<file path="src/hw/rtl/swrf_pkg.sv">
// Shared constants, types and register codes for the sliding window rank filter.
package swrf_pkg;

    localparam int WINDOW      = 64;
    localparam int SAMPLE_BITS = 16;

    localparam int IDX_W  = $clog2(WINDOW);
    localparam int LEN_W  = $clog2(WINDOW + 1);
    localparam int DATA_W = ((SAMPLE_BITS + 7) / 8) * 8;
    localparam int CFG_W  = LEN_W;
    localparam int CIDX_W = 2;

    localparam logic [LEN_W-1:0] LEN_RESET  = LEN_W'(WINDOW);
    localparam logic [IDX_W-1:0] RANK_RESET = IDX_W'(WINDOW / 2 - 1);

    typedef logic signed [SAMPLE_BITS-1:0] t_sample;
    typedef logic [IDX_W-1:0]              t_slot;

    typedef enum logic [CIDX_W-1:0] {
        CFG_WINDOW_LEN = 2'd0,
        CFG_RANK_ORDER = 2'd1
    } t_cfg_index;

    // Neighborhood view of one cell of the sorted chain.
    typedef struct packed {
        logic active;    // cell lies inside the configured window
        logic first;     // cell at the low end of the chain
        logic le_left;   // left neighbor stays and is <= the new sample
        logic le_right;  // right neighbor stays and is <= the new sample
        logic del_left;  // removed entry sits at or left of the left neighbor
        logic del_self;  // removed entry sits at or left of this cell
    } t_cell_ctl;

endpackage

</file>
<file path="src/hw/rtl/swrf_cell.sv">
// One cell of the sorted chain: holds a window value and its slot tag.
module swrf_cell (
    input  logic                  i_clk,
    input  logic                  i_rst_n,
    input  logic                  i_clear,
    input  logic                  i_shift,
    input  swrf_pkg::t_slot       i_home,
    input  swrf_pkg::t_sample     i_sample,
    input  swrf_pkg::t_slot       i_oldest,
    input  swrf_pkg::t_sample     i_left_value,
    input  swrf_pkg::t_slot       i_left_slot,
    input  swrf_pkg::t_sample     i_right_value,
    input  swrf_pkg::t_slot       i_right_slot,
    input  swrf_pkg::t_cell_ctl   i_ctl,
    output swrf_pkg::t_sample     o_value,
    output swrf_pkg::t_slot       o_slot,
    output logic                  o_le,
    output logic                  o_del
);

    swrf_pkg::t_sample r_value, n_value;
    swrf_pkg::t_slot   r_slot, n_slot;
    logic              w_before_del_self;
    logic              w_before_del_left;
    logic              w_ce_self;
    logic              w_ce_left;

    assign o_value = r_value;
    assign o_slot  = r_slot;
    assign o_del   = i_ctl.active && (r_slot == i_oldest);
    assign o_le    = i_ctl.active && !o_del && (r_value <= i_sample);

    // Compacted list after removal: entries right of the removed one move left by one.
    assign w_before_del_self = !i_ctl.del_self;
    assign w_before_del_left = !i_ctl.del_left;
    assign w_ce_self = w_before_del_self ? o_le : i_ctl.le_right;
    assign w_ce_left = i_ctl.first ? 1'b1 : (w_before_del_left ? i_ctl.le_left : o_le);

    always_comb begin
        n_value = r_value;
        n_slot  = r_slot;
        if (i_shift && i_ctl.active) begin
            if (w_ce_self) begin
                n_value = w_before_del_self ? r_value : i_right_value;
                n_slot  = w_before_del_self ? r_slot  : i_right_slot;
            end else if (w_ce_left) begin
                n_value = i_sample;
                n_slot  = i_oldest;
            end else begin
                n_value = w_before_del_left ? i_left_value : r_value;
                n_slot  = w_before_del_left ? i_left_slot  : r_slot;
            end
        end
    end

    always_ff @(posedge i_clk) begin
        if (!i_rst_n || i_clear) begin
            r_value <= '0;
            r_slot  <= i_home;
        end else begin
            r_value <= n_value;
            r_slot  <= n_slot;
        end
    end

endmodule

</file>
<file path="config.mk">
export PLATFORM = sky130hd
export DESIGN_NAME = swrf_cell
export DESIGN_NICKNAME = d
export VERILOG_FILES = /design/src/hw/rtl/swrf_pkg.sv /design/src/hw/rtl/swrf_cell.sv
export SDC_FILE = /design/constraint.sdc
export NUM_CORES = 1
export LEC_CHECK = 0
export ABC_AREA = 1
export BUFFER_PORTS_ARGS = -buffer_cell sky130_fd_sc_hd__buf_2
export CORE_ASPECT_RATIO = 1.25
export CORE_UTILIZATION = 46
export CTS_CLUSTER_DIAMETER = 100
export DETAILED_ROUTE_END_ITERATION = 16
export PLACE_DENSITY = 0.81
export SLEW_MARGIN = 0
export SYNTH_ARGS = -nofsm -noshare
export SYNTH_HDL_FRONTEND = slang
export SYNTH_SLANG_ARGS = --single-unit
</file>
<file path="constraint.sdc">
create_clock -name i_clk -period 3.2 [get_ports i_clk]
set_clock_uncertainty 0.1 [all_clocks]
set_input_delay 0.32 -clock i_clk [delete_from_list [all_inputs] [get_ports i_clk]]
set_output_delay 0.32 -clock i_clk [all_outputs]
set_load 0.05 [all_outputs]
</file>
==> impl_metrics.py <==
metrics = {
    "status": {
        "outcome": "completed",
    },
    "global_route": {
        "antenna_found_initial": 0,
        "grt_start_max_net_pins": 25,
        "first_global_vias": 2329,
        "globalRouteOverflowTotal": 0,
        "grtUsageTotal_pct": 25.0,
        "grt_first_pass_wirelength_mm": 9.76,
    },
    "sta": {
        "drv_slew": 0,
        "final_min_period_over_clock_period_pct": 81.6,
        "setup_tns_ns": 0,
        "achievable-frequency_mhz": 383,
        "fin_crit_ns": 2.61,
        "finalSetupViolCount": 0,
        "hold-worst-slack_ns": 0.226,
        "unrepaired_setup_endpoints_after_global_routing": "no",
        "hold_viol": 0,
        "timing_worst_slew_pin_value_ns": 0.710,
        "timing.max_slew.rel_slack_pct": 52.6,
    },
    "floorplan": {
        "die-area_um2": 4820,
        "number_of_placed_i_o_pins": 106,
        "chip_width_um": 62.3,
        "placementRows": 27,
        "die-height_um": 77.4,
        "design.core.area_um2": 4390,
        "effective_utilization_at_floorplan_pct": 47.6,
    },
    "synth": {
        "yosys.area.top_type": "nand2_1",
        "post_synth_edffs": 6,
        "synthMostInstantiatedCell": "nand2_1",
        "synth_cell_types": 34,
        "synth-seq-area-share_pct": 23.9,
        "syn_area_per_cell_um2": 6.37,
        "synth_seq_cells": 22,
        "mappedNetlistNets": 426,
        "ys_warn_count": 0,
        "synthArstFlopShare_pct": 0,
        "yosys_most_used_dff": "dfxtp_1",
        "syn_inst": 328,
        "synthTopCellsByCount": "nand2_1 (121), inv_1 (43), nand3_1 (41), a21oi_1 (18)",
        "synth.area.top_cells": "nand2_1 (22%), dfxtp_1 (15%), nand3_1 (9.8%)",
        "synth_area_um2": 2090,
        "yosys.area.top_type_share_pct": 21.7,
    },
    "clock_tree": {
        "ctsHoldBuffers": 0,
        "cts_root_buffer": "clkbuf_8",
        "post_cts_resize_count": 0,
        "clk-insertion-delay-late_ns": 0.27,
        "clock_tree.buffer_depth": 2,
        "cts.repair_timing.setup_buffer_count": 0,
        "clkSinkCount": 22,
        "h_tree_level_count": 1,
        "clkSlewWorstSetupHoldPaths_ns": 0.09,
        "tritoncts.num_buffers": 3,
        "cts_tree": "done",
    },
    "min_path": {
        "whs_path_depth": 5,
        "min_from": "i_right_value[14]",
        "whs_endpoint": "o_value[14]",
        "worstHoldPathType": "input pin to flip-flop",
    },
    "route": {
        "route.detailed.wl_per_inst_um": 12.2,
        "first_pass_iters": 4,
        "detailedRoute.firstIterationViolations": 113,
        "route.antenna.remaining_nets": 0,
        "route.vias.total": 2422,
        "total_wire_length_after_detailed_routing_mm": 5.94,
        "drt_drc_violations_left": 0,
        "drt-vias-per-instance": 4.98,
    },
    "setup_path": {
        "reg2regPathDepth": 14,
        "crit_path_end_kind": "flip-flop",
        "crit_path_max_fanout": 24,
        "worstSetupPathType": "flip-flop to flip-flop",
        "critPathLaunchType": "flip-flop",
        "regToRegSetupSlack_ns": 0.59,
        "cp.required_ns": 3.13,
        "r2r-end": "o_slot[4]",
        "worst_ep_arrival_time_ns": 2.54,
        "worst_r2r_startpoint": "o_value[15]",
    },
    "placed_design": {
        "placed_cells_incl_taps": 482,
        "hpwlAfterDp_mm": 4.54,
        "port_buffers": 105,
        "routabilityCongestion": 0.864,
    },
    "finish": {
        "final_antenna_diode_count": 0,
        "syn_to_final_growth_pct": 29.1,
        "nets": 527,
        "finalNonFillerCells": 486,
        "layout-drive-gt1-share_pct": 30.6,
        "finish.utilization_pct": 61.5,
    },
    "power": {
        "p_leak_nw": 1.64,
        "power_density_nw_per_um2": 328,
        "p_total_mw": 0.885,
        "vdd.ir_drop.worst_uv": 220,
    },
    "run": {
        "max-cap-violations": 0,
    },
}
metal layers:
layer | vias up | wire [um] | track usage (%) | share of wire (%)
met3 | 11 | 338 | 2.94 | 5.7
li1 | 1249 | - | - | -
met4 | 0 | 131 | 11.9 | 2.2
met1 | 1070 | 2330 | 26.2 | 39
met2 | 92 | 3130 | 48.8 | 53
met5 | - | 0 | 0 | 0
kinds of logic (layout without fill, tap and decap cells):
group / Yosys count / in the layout / share of synthesized area [%]
buffers and inverters: 57 / 157 / 12.2
XOR/XNOR: 2 / 2 / 0.838
AND/OR/NAND/NOR: 208 / 208 / 47.2
AO/OA/AOI/OAI: 23 / 23 / 6.28
adder cells (fa/ha/maj): 16 / 16 / 9.58
flip-flops: 22 / 22 / 23.9
flip-flops by register name, summed over array words and instances (netlist names):
register	cells
o_slot	6
o_value	16
per-stage QoR:
step | cell area [um^2] | worst slack, ns
2_1_floorplan | 2090 | 0.307
3_3_place_gp | 2630 | 0.607
3_5_place_dp | 2630 | 0.491
4_1_cts | 2700 | 0.590
5_1_grt | 2700 | 0.365
6_report | 2700 | 0.589
where the power goes:
part           internal [mW]  leakage (nW)  switching (mW)  total (mW)
clock network          0.167        0.0357           0.103       0.271
registers              0.301         0.190          0.0101       0.311
logic                  0.109          1.41           0.194       0.303
critical path: stages (launching register included):
cell     delay (ns)
dfxtp_1        0.34
ha_1           0.33
nand2_1        0.09
nor2_2         0.14
nand2_2        0.07
nor3_2         0.11
nand4_1        0.13
nand3_2        0.14
nand3_4        0.22
nand2_4        0.29
inv_1          0.14
nand2_1        0.08
nand2_1        0.05
nand2_1        0.05
a21oi_1        0.08
cell type report:
cell class	count	area, um^2
fillers	430	1690
clock buffers	3	41.3
multi-input cells	249	1340
well taps	58	72.6
clock inverters	1	30.0
repair buffers	108	548
flip-flops and latches	22	500
inverters	45	169
how the worst max path moves through the flow:
stage,from,to,slack (ns),depth (start not counted)
3_5_place_dp,i_sample[15],o_slot[4],0.49,16
6_report,o_value[15],o_slot[4],0.59,14
4_1_cts,o_value[15],o_slot[4],0.59,14
5_1_grt,o_value[15],o_slot[4],0.36,14
2_1_floorplan,o_slot[2],o_del,0.31,3
3_3_place_gp,i_sample[15],o_slot[4],0.61,16
placed cells by master (no fill, tap or decap), drive strengths merged:
cell type and instances:
nand2 125, buf 108, inv 44, nand3 44, a21oi 19, ha 16
dfxtp 16, nand3b 15, nor2 15, edfxtp 6, or2 4, clkbuf 3
nand4 2, xnor2 2, o21ai 2, nor3 2, a21o 1, clkinv 1
nor4 1, o2111ai 1, bufinv 1
Power figures use the tool's default switching activity.
